File: config.mk
export PLATFORM = sky130hd
export DESIGN_NAME = sorted_priority_queue
export DESIGN_NICKNAME = d
export VERILOG_FILES = /design/src/rtl/spq_pkg.sv /design/src/rtl/spq_ctrl.sv /design/src/rtl/spq_dpath.sv /design/src/rtl/sorted_priority_queue.sv
export SDC_FILE = /design/constraint.sdc
export NUM_CORES = 2
export LEC_CHECK = 0
export BUFFER_PORTS_ARGS = -buffer_cell sky130_fd_sc_hd__buf_2
export CORE_MARGIN = 1.5
export CORE_UTILIZATION = 50
export DETAILED_ROUTE_END_ITERATION = 10
export GPL_ROUTABILITY_DRIVEN = 0
export PLACE_DENSITY = 0.66
export SYNTH_ARGS = -nofsm -noshare
export SYNTH_HDL_FRONTEND = slang
export SYNTH_SLANG_ARGS = --single-unit
File: constraint.sdc
create_clock -name clk_i -period 9.1 [get_ports clk_i]
set_clock_uncertainty 0.1 [all_clocks]
set_input_delay 0 -clock clk_i [delete_from_list [all_inputs] [get_ports clk_i]]
set_output_delay 0 -clock clk_i [all_outputs]
set_load 0.05 [all_outputs]
File: src/rtl/spq_pkg.sv
// Types and constants shared by the sorted priority queue modules.
package spq_pkg;

  // Field widths of the stream payloads.
  localparam int OPCODE_W    = 3;
  localparam int IN_VALUE_W  = 32;
  localparam int PRIO_W      = 8;
  localparam int STATUS_W    = 2;
  localparam int OUT_VALUE_W = 32;

  // Operation codes carried by each input transaction.
  typedef enum logic [OPCODE_W-1:0] {
    OP_ENQ          = 3'd0,
    OP_DEQ_HEAD     = 3'd1,
    OP_DEQ_EXACT    = 3'd2,
    OP_DEQ_AT_LEAST = 3'd3,
    OP_PEEK         = 3'd4
  } spq_op_e;

  // Result status codes.
  typedef enum logic [STATUS_W-1:0] {
    ST_OK   = 2'd0,
    ST_NONE = 2'd1,
    ST_FULL = 2'd2
  } spq_status_e;

  // Controller states.
  typedef enum logic {
    S_IDLE,
    S_UPDATE
  } spq_state_e;

  // Commands from the controller to the datapath.
  typedef struct packed {
    logic capture;  // Register the request and the per-entry compares.
    logic commit;   // Shift the entries and load the result register.
  } spq_cmd_t;

endpackage

File: src/rtl/spq_ctrl.sv
// Controller state machine for the sorted priority queue.
module spq_ctrl import spq_pkg::*; (
  input  logic     clk_i,
  input  logic     rst_ni,
  input  logic     in_valid_i,
  output logic     in_ready_o,
  output logic     out_valid_o,
  input  logic     out_ready_i,
  output spq_cmd_t cmd_o
);

  spq_state_e state_q, state_d;
  logic       out_valid_q, out_valid_d;

  // Next state.
  always_comb begin
    state_d = state_q;
    unique case (state_q)
      S_IDLE: begin
        if (in_valid_i) begin
          state_d = S_UPDATE;
        end
      end
      S_UPDATE: begin
        if (!out_valid_q || out_ready_i) begin
          state_d = S_IDLE;
        end
      end
      default: state_d = S_IDLE;
    endcase
  end

  // Outputs and datapath commands.
  always_comb begin
    in_ready_o    = 1'b0;
    cmd_o.capture = 1'b0;
    cmd_o.commit  = 1'b0;
    unique case (state_q)
      S_IDLE: begin
        in_ready_o    = 1'b1;
        cmd_o.capture = in_valid_i;
      end
      S_UPDATE: begin
        cmd_o.commit = !out_valid_q || out_ready_i;
      end
      default: begin
        in_ready_o = 1'b0;
      end
    endcase
  end

  // The result register is full from a commit until its transaction completes.
  always_comb begin
    out_valid_d = out_valid_q;
    if (cmd_o.commit) begin
      out_valid_d = 1'b1;
    end else if (out_ready_i) begin
      out_valid_d = 1'b0;
    end
  end

  assign out_valid_o = out_valid_q;

  always_ff @(posedge clk_i or negedge rst_ni) begin
    if (!rst_ni) begin
      state_q     <= S_IDLE;
      out_valid_q <= 1'b0;
    end else begin
      state_q     <= state_d;
      out_valid_q <= out_valid_d;
    end
  end

endmodule

File: src/rtl/spq_dpath.sv
// Datapath of the sorted priority queue: entry cells, compares, shifts and result register.
module spq_dpath import spq_pkg::*; #(
  parameter  int DEPTH      = 16,
  parameter  int VALUE_BITS = 32,
  localparam int CW         = $clog2(DEPTH + 1)
) (
  input  logic                   clk_i,
  input  logic                   rst_ni,
  input  spq_cmd_t               cmd_i,
  input  logic [OPCODE_W-1:0]    in_opcode_i,
  input  logic [IN_VALUE_W-1:0]  in_value_i,
  input  logic [PRIO_W-1:0]      in_priority_i,
  output logic [STATUS_W-1:0]    res_status_o,
  output logic [OUT_VALUE_W-1:0] res_value_o,
  output logic [PRIO_W-1:0]      res_priority_o,
  output logic [CW-1:0]          res_count_o
);

  // Entry cells, index 0 is the head.
  logic [VALUE_BITS-1:0] val_q [DEPTH];
  logic [VALUE_BITS-1:0] val_d [DEPTH];
  logic [PRIO_W-1:0]     pri_q [DEPTH];
  logic [PRIO_W-1:0]     pri_d [DEPTH];
  logic [VALUE_BITS-1:0] val_up [DEPTH];
  logic [VALUE_BITS-1:0] val_dn [DEPTH];
  logic [PRIO_W-1:0]     pri_up [DEPTH];
  logic [PRIO_W-1:0]     pri_dn [DEPTH];
  logic [CW-1:0]         count_q, count_d;

  // Captured request and compare flags.
  logic [OPCODE_W-1:0]   op_q;
  logic [IN_VALUE_W-1:0] req_val_q;
  logic [PRIO_W-1:0]     req_pri_q;
  logic [DEPTH-1:0]      ge_q, gt_q, eq_q;
  logic [DEPTH-1:0]      ge_d, gt_d, eq_d;

  // Selection and shift masks.
  logic [DEPTH-1:0]      valid, first_ge, tail_sel, ins_mask, ins_prev, sel, rm_mask;
  logic                  do_ins, do_rm, hit;
  spq_status_e           status_d;
  logic [VALUE_BITS-1:0] picked_val, new_val;
  logic [PRIO_W-1:0]     picked_pri;
  logic [IN_VALUE_W+VALUE_BITS-1:0]  new_ext;
  logic [OUT_VALUE_W+VALUE_BITS-1:0] out_ext;

  // Result register.
  logic [STATUS_W-1:0]    res_status_q;
  logic [OUT_VALUE_W-1:0] res_value_q;
  logic [PRIO_W-1:0]      res_pri_q;
  logic [CW-1:0]          res_count_q;

  // Per-cell occupancy and compares against the incoming priority.
  always_comb begin
    for (int k = 0; k < DEPTH; k++) begin
      valid[k]    = CW'(k) < count_q;
      ge_d[k]     = valid[k] && (pri_q[k] >= in_priority_i);
      gt_d[k]     = valid[k] && (pri_q[k] >  in_priority_i);
      eq_d[k]     = valid[k] && (pri_q[k] == in_priority_i);
      tail_sel[k] = CW'(k + 1) == count_q;
      ins_mask[k] = gt_q[k] || (CW'(k) == count_q);
    end
  end

  assign first_ge = ge_q & ~(ge_q << 1);
  assign ins_prev = ins_mask << 1;

  // Capture the request together with the compare flags.
  always_ff @(posedge clk_i) begin
    if (cmd_i.capture) begin
      op_q      <= in_opcode_i;
      req_val_q <= in_value_i;
      req_pri_q <= in_priority_i;
      ge_q      <= ge_d;
      gt_q      <= gt_d;
      eq_q      <= eq_d;
    end
  end

  // Decode the operation against the registered flags.
  always_comb begin
    status_d = ST_NONE;
    do_ins   = 1'b0;
    do_rm    = 1'b0;
    hit      = 1'b0;
    sel      = '0;
    rm_mask  = '0;
    unique case (op_q)
      OP_ENQ: begin
        if (count_q == CW'(DEPTH)) begin
          status_d = ST_FULL;
        end else begin
          status_d = ST_OK;
          do_ins   = 1'b1;
        end
      end
      OP_DEQ_HEAD: begin
        sel     = DEPTH'(valid[0]);
        rm_mask = '1;
        if (valid[0]) begin
          status_d = ST_OK;
          do_rm    = 1'b1;
          hit      = 1'b1;
        end
      end
      OP_DEQ_EXACT: begin
        sel     = first_ge;
        rm_mask = ge_q;
        if (|(first_ge & eq_q)) begin
          status_d = ST_OK;
          do_rm    = 1'b1;
          hit      = 1'b1;
        end
      end
      OP_DEQ_AT_LEAST: begin
        sel     = first_ge;
        rm_mask = ge_q;
        if (|ge_q) begin
          status_d = ST_OK;
          do_rm    = 1'b1;
          hit      = 1'b1;
        end
      end
      OP_PEEK: begin
        sel = tail_sel;
        if (count_q != '0) begin
          status_d = ST_OK;
          hit      = 1'b1;
        end
      end
      default: begin
        status_d = ST_NONE;
      end
    endcase
  end

  // Read out the selected entry through a one-hot OR.
  always_comb begin
    picked_val = '0;
    picked_pri = '0;
    for (int k = 0; k < DEPTH; k++) begin
      if (sel[k]) begin
        picked_val = picked_val | val_q[k];
        picked_pri = picked_pri | pri_q[k];
      end
    end
  end

  assign new_ext = {VALUE_BITS'(0), req_val_q};
  assign new_val = new_ext[VALUE_BITS-1:0];
  assign out_ext = {OUT_VALUE_W'(0), picked_val};

  // Neighbor taps for closing a gap and for opening one.
  always_comb begin
    for (int k = 0; k < DEPTH - 1; k++) begin
      val_up[k] = val_q[k+1];
      pri_up[k] = pri_q[k+1];
    end
    val_up[DEPTH-1] = val_q[DEPTH-1];
    pri_up[DEPTH-1] = pri_q[DEPTH-1];
    val_dn[0] = new_val;
    pri_dn[0] = req_pri_q;
    for (int k = 1; k < DEPTH; k++) begin
      val_dn[k] = val_q[k-1];
      pri_dn[k] = pri_q[k-1];
    end
  end

  // Each cell holds, takes its upper neighbor, its lower neighbor or the new entry.
  always_comb begin
    for (int k = 0; k < DEPTH; k++) begin
      val_d[k] = val_q[k];
      pri_d[k] = pri_q[k];
      if (do_rm && rm_mask[k]) begin
        val_d[k] = val_up[k];
        pri_d[k] = pri_up[k];
      end else if (do_ins && ins_mask[k]) begin
        if (ins_prev[k]) begin
          val_d[k] = val_dn[k];
          pri_d[k] = pri_dn[k];
        end else begin
          val_d[k] = new_val;
          pri_d[k] = req_pri_q;
        end
      end
    end
  end

  // Entry count after the operation.
  always_comb begin
    count_d = count_q;
    if (do_ins) begin
      count_d = count_q + CW'(1);
    end else if (do_rm) begin
      count_d = count_q - CW'(1);
    end
  end

  always_ff @(posedge clk_i) begin
    if (cmd_i.commit) begin
      val_q <= val_d;
      pri_q <= pri_d;
    end
  end

  always_ff @(posedge clk_i or negedge rst_ni) begin
    if (!rst_ni) begin
      count_q <= '0;
    end else if (cmd_i.commit) begin
      count_q <= count_d;
    end
  end

  // Result register.
  always_ff @(posedge clk_i) begin
    if (cmd_i.commit) begin
      res_status_q <= status_d;
      res_value_q  <= hit ? out_ext[OUT_VALUE_W-1:0] : '0;
      res_pri_q    <= hit ? picked_pri : '0;
      res_count_q  <= count_d;
    end
  end

  assign res_status_o   = res_status_q;
  assign res_value_o    = res_value_q;
  assign res_priority_o = res_pri_q;
  assign res_count_o    = res_count_q;

endmodule

File: src/rtl/sorted_priority_queue.sv
// Top level of the sorted priority queue with stream ports.
// A transaction first captures the request and compares every entry in parallel,
// then shifts the entries and loads the result register; this commit waits while an
// earlier result is still unaccepted. No new request is taken before the current one commits.
// Reset empties the queue and the result register; entry storage is not cleared.
module sorted_priority_queue import spq_pkg::*; #(
  parameter  int DEPTH      = 16,
  parameter  int VALUE_BITS = 32,
  localparam int CW         = $clog2(DEPTH + 1),
  localparam int IN_W       = ((OPCODE_W + IN_VALUE_W + PRIO_W + 7) / 8) * 8,
  localparam int OUT_RAW_W  = STATUS_W + OUT_VALUE_W + PRIO_W + CW,
  localparam int OUT_W      = ((OUT_RAW_W + 7) / 8) * 8
) (
  input  logic             clk_i,
  input  logic             rst_ni,
  input  logic             s_axis_tvalid,
  output logic             s_axis_tready,
  input  logic [IN_W-1:0]  s_axis_tdata,  // opcode, value, priority_req
  output logic             m_axis_tvalid,
  input  logic             m_axis_tready,
  output logic [OUT_W-1:0] m_axis_tdata   // status, out_value, out_priority, count
);

  localparam int VAL_LO = OPCODE_W;
  localparam int PRI_LO = OPCODE_W + IN_VALUE_W;

  spq_cmd_t               cmd;
  logic [STATUS_W-1:0]    res_status;
  logic [OUT_VALUE_W-1:0] res_value;
  logic [PRIO_W-1:0]      res_priority;
  logic [CW-1:0]          res_count;

  // Sequencing of capture and commit.
  spq_ctrl u_ctrl (
    .clk_i       (clk_i),
    .rst_ni      (rst_ni),
    .in_valid_i  (s_axis_tvalid),
    .in_ready_o  (s_axis_tready),
    .out_valid_o (m_axis_tvalid),
    .out_ready_i (m_axis_tready),
    .cmd_o       (cmd)
  );

  // Entry cells and result register.
  spq_dpath #(
    .DEPTH      (DEPTH),
    .VALUE_BITS (VALUE_BITS)
  ) u_dpath (
    .clk_i          (clk_i),
    .rst_ni         (rst_ni),
    .cmd_i          (cmd),
    .in_opcode_i    (s_axis_tdata[OPCODE_W-1:0]),
    .in_value_i     (s_axis_tdata[VAL_LO +: IN_VALUE_W]),
    .in_priority_i  (s_axis_tdata[PRI_LO +: PRIO_W]),
    .res_status_o   (res_status),
    .res_value_o    (res_value),
    .res_priority_o (res_priority),
    .res_count_o    (res_count)
  );

  // Pack the result fields, status in the lowest bits.
  assign m_axis_tdata = OUT_W'({res_count, res_priority, res_value, res_status});

endmodule

* Word-level counts from Yosys, hierarchy flattened
Index checks and enable logic that the tools add are counted.
** Storage, ports and cells
- Register bits after elaboration :: 785
- Logic and storage cells :: 451
- Output and inout bits :: 50
** Cells by class
- Add/sub/neg operators :: 2
- Equality and inequality tests :: 37
- Reductions and logical operators :: 136
- Order comparisons :: 48
- Muxes and demuxes :: 148
- Bitwise logic cells :: 35
** Operator list (number)
- 2-to-1 mux 32 bit :: 61
- 2-to-1 mux 8 bit :: 61
- OR 32 bit :: 15
- equality test 8 bit :: 16
- greater-or-equal comparator 8 bit :: 16
- greater-than comparator 8 bit :: 16
- OR 8 bit :: 15
- logical AND 1 bit :: 80
- one-hot mux 16 bit (3 select lines) :: 1
- equality test 4 x 5 -> 1 bit (first input constant) :: 8
- < comparator 4 x 5 -> 1 bit (first input constant) :: 8
- AND 16 bit :: 2
- one-hot mux 16 bit (2 select lines) :: 1
- nonzero test 2 bit :: 16
- OR reduction 16 bit :: 2
- AND reduction 2 bit :: 15
- equality test 3 x 5 -> 1 bit (first input constant) :: 4
- < comparator 3 x 5 -> 1 bit (first input constant) :: 4
- logical OR 1 bit :: 17
- 2-to-1 mux 1 bit :: 17
- NOT 16 bit :: 1
- equality test 2 x 5 -> 1 bit (first input constant) :: 2
- < comparator 1 x 5 -> 1 bit (first input constant) :: 2
- < comparator 2 x 5 -> 1 bit (first input constant) :: 2
- other kinds (21) :: 24

* Logic depth before layout (Yosys ltp)
- Word-level depth :: 34
- Depth in mapped cells :: 12

* Hierarchy
Synthesis repeated with hierarchy kept, for this count alone.
** Second synthesis, totals
- Cells, all modules :: 3291
- Area, all modules :: 45965.3 um^2
** Modules (own cells, without submodules)
- spq_dpath :: instances 1, area an instance 45852.7 um^2, cells each 3280
- spq_ctrl :: instances 1, area an instance 101.3 um^2, cells each 9
- sorted_priority_queue :: instances 1, area an instance 11.3 um^2, cells each 2

* Worst setup path after synthesis
No wires, ideal clock.
- Kind :: register to register
- Start point :: register u_ctrl.state_q
- End point :: register u_dpath.eq_q[0] (enable)
- Stages on the path, launching flop included :: 2
- Path buffers :: 0
- Required time :: 8.448 ns
- Data arrival time :: 4.437 ns
- Slack :: 4.010 ns
- Library setup time :: 0.552 ns
- Cells stage by stage :: dfrtp_1 -> nor2b_1
** RTL lines
- from (decl) :: line spq_ctrl.sv:12 : spq_state_e state_q, state_d;
- from (signal assigned) :: line spq_ctrl.sv:69 : state_q <= state_d;
- to (signal assigned) :: line spq_dpath.sv:75 : eq_q <= eq_d;
- to (decl) :: line spq_dpath.sv:34 : logic [DEPTH-1:0] ge_q, gt_q, eq_q;

* Final worst setup path
- Start point :: register u_dpath.op_q[1]
- End point :: register u_dpath.val_q (netlist bit u_dpath.val_dn[323]) (enable)
** On the way
- Longest elaborated chain between the ends :: 6
- Elaborated cells on any way between the ends :: 12
- Those cells by class :: eq/ne (3); mux (3); reduce/logical (6)
** RTL lines
- from (decl) :: line spq_dpath.sv:31 : logic [OPCODE_W-1:0] op_q;
- from (signal assigned) :: line spq_dpath.sv:70 : op_q <= in_opcode_i;
- equality test 3 x 2 -> 1 bit :: line spq_dpath.sv:87 : unique case (op_q)
- OR reduction 2 bit (no line)
- one-hot mux 16 bit (2 select lines) :: line spq_dpath.sv:87
- logical AND 1 bit :: line spq_dpath.sv:173 : if (do_rm && rm_mask[k]) begin
- nonzero test 2 bit (no line) *
- AND reduction 2 bit (no line) *
- to (signal assigned) :: line spq_dpath.sv:200 : val_q <= val_d;
- to (decl) :: line spq_dpath.sv:20 : logic [VALUE_BITS-1:0] val_q [DEPTH];
Mark *: on every way between the ends. The rest lies on a longest branch, timed or not.
A chain may end at the register's enable or synchronous reset.

==> results by group <==
Placed design
  • Dpl hpwl: 90600 µm
  • Placed insts: 4398
  • Dpl ws: 3.92 ns
  • PortBufs: 95

Floorplan
  • Initial Util: 50.3%
  • Core area: 91400 µm²
  • DIE AREA: 93700 µm²
  • FP Rows: 111
  • Ports: 102
  • Chip height: 306 µm
  • Die width: about 310 µm

Detailed routing
  • WL/cell: 36.4 µm
  • DRT iter0 DRCs: 5273
  • Routed Wire Length: 169000 µm
  • DRC viols: 0
  • Vias: 33.5k
  • Post-DRT Antenna Nets: 0
  • Pre-antenna DRT Iters: 9
  • DR vias/cell: 7.21

Power
  • Pwr dens: 285 nW/µm²
  • Peak supply drop: 170 µV
  • Pleak: 17.7 nW
  • Overall Power: 14.7 mW

Logic synthesis
  • Commonest cells in the netlist: 858 x mux2_2, 778 x edfxtp_1, 313 x mux2_1, 133 x ha_1, 130 x clkbuf_1
  • Seq/Total Area, Yosys: 51.2%
  • Top-count cell post-synth: mux2_2
  • EDFF count, synth: 778
  • Cell taking the most area after synthesis: edfxtp_1
  • Xor and xnor fraction of the mapped netlist area: 0.0953%
  • Post-synth top flop: edfxtp_1
  • Area contributors post-synth: edfxtp_1 51%, mux2_2 21%, mux2_1 7.7%
  • Mapped Cells: 3301
  • Post-synthesis adder-cell area fraction: 3.62%
  • Synthesized cell area: around 46000 µm²
  • Top cell type's share of synthesized area: 50.8%
  • Largest family of logic cells by synthesized area: multiplexers
  • Post-synthesis cell type count: 63
  • Post-synthesis mux area share: 29.2%
  • Synthesis Warnings: 0
  • Post-Syn Area per Cell: 13.9 µm²
  • Mapped Nets: about 3.5k
  • Area fraction in compound gates after synthesis: about 9%
  • Synth Register Bits: ~800
  • Synth Area in Simple Gates: 3.82%
  • Ys async rst share: 0.892%

Clock tree
  • Post-CTS sizing: 0
  • Clk sinks: 785
  • Post-CTS Setup Bufs: 0
  • Hold-fix buffers at CTS: 88
  • Clk_lat worst skew: 0.67 ns
  • Clk buf depth: 3
  • CTS Buf Count: 89
  • CTS tree: done
  • CTS clk-pin slew, worst paths: about 0.06 ns
  • H-tree levels: 3
  • Clk root buf: clkbuf_16

Setup path
  • Cell with the largest stage delay on the worst path: a21oi_4
  • CP arrival: approximately 5.4 ns
  • Worst path cell trace: inv_2 > or3_1 > o21ai_1 > nor2_4 > buf_4 > o22ai_4 > buf_4 > a21oi_4 > buf_4
  • Most common cell on crit path: buf_4
  • Critical Path RT: 9.29 ns
  • Max stage delay on crit path: 1.08 ns
  • Critical path origin: u_dpath.op_q[1]$_DFFE_PP_
  • R2r startpoint: u_dpath.op_q[1]$_DFFE_PP_
  • CP Capture Type: flop
  • Worst-path maximum fanout: ~40
  • CP Launch Type: flop
  • Setup CP Type: flop to flop

Finish
  • Util after Layout: between 50% and 60%
  • Layout cells sized above 1: 35.6%
  • Multi-input gate area: about 22000 µm²
  • Filler Cell Count: 7283
  • Area delta synth->final: 12.3%
  • Antenna diode count: 0
  • Post-Layout Cell Count: 4647
  • Register area: 23500 µm²
  • Layout Nets: between 3k and 4k

STA
  • Setup WS post-layout: 3.88 ns
  • Final Setup Violations: 0
  • Worst-Margin Slew: 1.30 ns
  • Slew HR: 13.3%
  • Final period util: between 50% and 60%
  • Maximum clock frequency: 0.192 GHz
  • Fin. max-slew vios: 0
  • Unrepaired setup endpoints after global routing: false
  • Tmin final: 5.22 ns
  • Final hold viol count: 0
  • Setup TNS Final: 0 ns

Global routing
  • First-pass GRT wire length: between 200000 and 250000 µm
  • Gr ovfl total: 0
  • Initial antenna violation count: 0
  • Largest net degree at the start of global routing: 66
  • GRT Overall Usage: between 30% and 40%
  • Vias in the first global route: about 34k

Worst hold path
  • HP Class: input port to flop
  • Min-delay src: s_axis_tvalid

Flow run
  • Max-cap viol count: 0

Outcome
  • Status: finished, final reports clean
kinds of logic (layout without fill, tap and decap cells):
logic type	after synthesis	in the layout
other	1	1
xor gates and xnor gates	5	5
buffers and inverters	296	456
AOI/OAI and AO/OA	558	558
muxes	1194	1194
DFF	785	785
adders and majority gates	133	133
and+or+nand+nor	329	329
sequential cells by signal, summed over array words and instances (netlist names):
| name | count |
|---|---|
| u_ctrl.out_valid_o | 1 |
| u_ctrl.state_q | 1 |
| u_dpath.count_q | 5 |
| u_dpath.eq_q | 16 |
| u_dpath.ge_q | 16 |
| u_dpath.gt_q | 16 |
| u_dpath.new_val | 32 |
| u_dpath.op_q | 3 |
| u_dpath.pri_dn | 120 |
| u_dpath.pri_q | 8 |
| u_dpath.req_pri_q | 8 |
| u_dpath.res_count_o | 5 |
| u_dpath.res_priority_o | 8 |
| u_dpath.res_status_o | 2 |
| u_dpath.res_value_o | 32 |
| u_dpath.val_dn | 480 |
| u_dpath.val_q | 32 |
final cells by class:
class / count / area share [%]
Multi-Input combinational cell: 2220 / 42.2
Clock buffer: 116 / 4.67
Timing Repair Buffer: 258 / 3.72
Inverter: 37 / 0.272
Tap cell: 1186 / 2.88
Sequential cell: 785 / 45.6
Clock inverter: 45 / 0.669
through the flow:
stage	hold WS (ns)	area (µm²)
detailed placement	-0.249	48000
finish	0.0192	51600
global route	0.0435	51600
global placement	-0.254	48000
CTS	0.00383	51600
floorplan	-0.396	46000
where the power goes:
group | switching (mW) | internal [mW]
Clock | 1.54 | 1.98
Combinational | 3.25 | 2.15
Sequential | 0.673 | 5.13
path summary, 6_finish.rpt:
kind	cells past startpoint	slack [ns]	to
max	9	3.88	u_dpath.val_dn[323]$_DFFE_PP_
min	4	0.02	u_ctrl.state_q$_DFF_PN0_
max reg2reg	9	3.88	u_dpath.val_dn[323]$_DFFE_PP_
min reg2reg	2	0.43	u_ctrl.out_valid_o$_DFFE_PN0P_
max in group asynchronous	3	8.41	u_dpath.count_q[0]$_DFFE_PN0P_
min in group asynchronous	3	0.21	u_ctrl.out_valid_o$_DFFE_PN0P_
worst max-delay path: cells and delay by family, from the launching register on:
kind	cells	cell delay (ns)
buffers and inverters	4	2.13
AO/OA/AOI/OAI	3	1.32
AND/OR/NAND/NOR	2	0.69
flip-flops	1	0.56
layout by cell type, fill, tap and decap left out, types with 20 or more instances in the layout:
cell           Yosys  routed
mux2_2           858     858
edfxtp_1         778     778
mux2_1           313     313
ha_1             133     133
buf_2             42      95
clkbuf_16          0      91
dlygate4sd3_1      0      88
buf_4             33      75
a22oi_1           73      73
a221oi_1          72      72
a22o_1            70      69
a21oi_1           90      65
nand2_1           63      62
a222oi_1          56      56
nor2_1            50      48
nor2b_1           43      40
o21a_1            39      38
inv_1             36      35
nand3_1           35      35
a31oi_1           39      35
nand4_1           34      34
o21ai_0           28      28
a21oi_4            0      25
nor3_1            23      23
mux2i_1           23      23
clkbuf_1         130      21
clkinv_1           0      20
layer usage:
metal,routed length (µm),up-vias,GRT usage [%]
met5,0,-,0
met4,9880,0,18.7
met3,19100,604,7.06
met2,75000,2596,54.8
met1,65300,16900,47.6
li1,-,13500,-
Power figures use the tool's default switching activity.
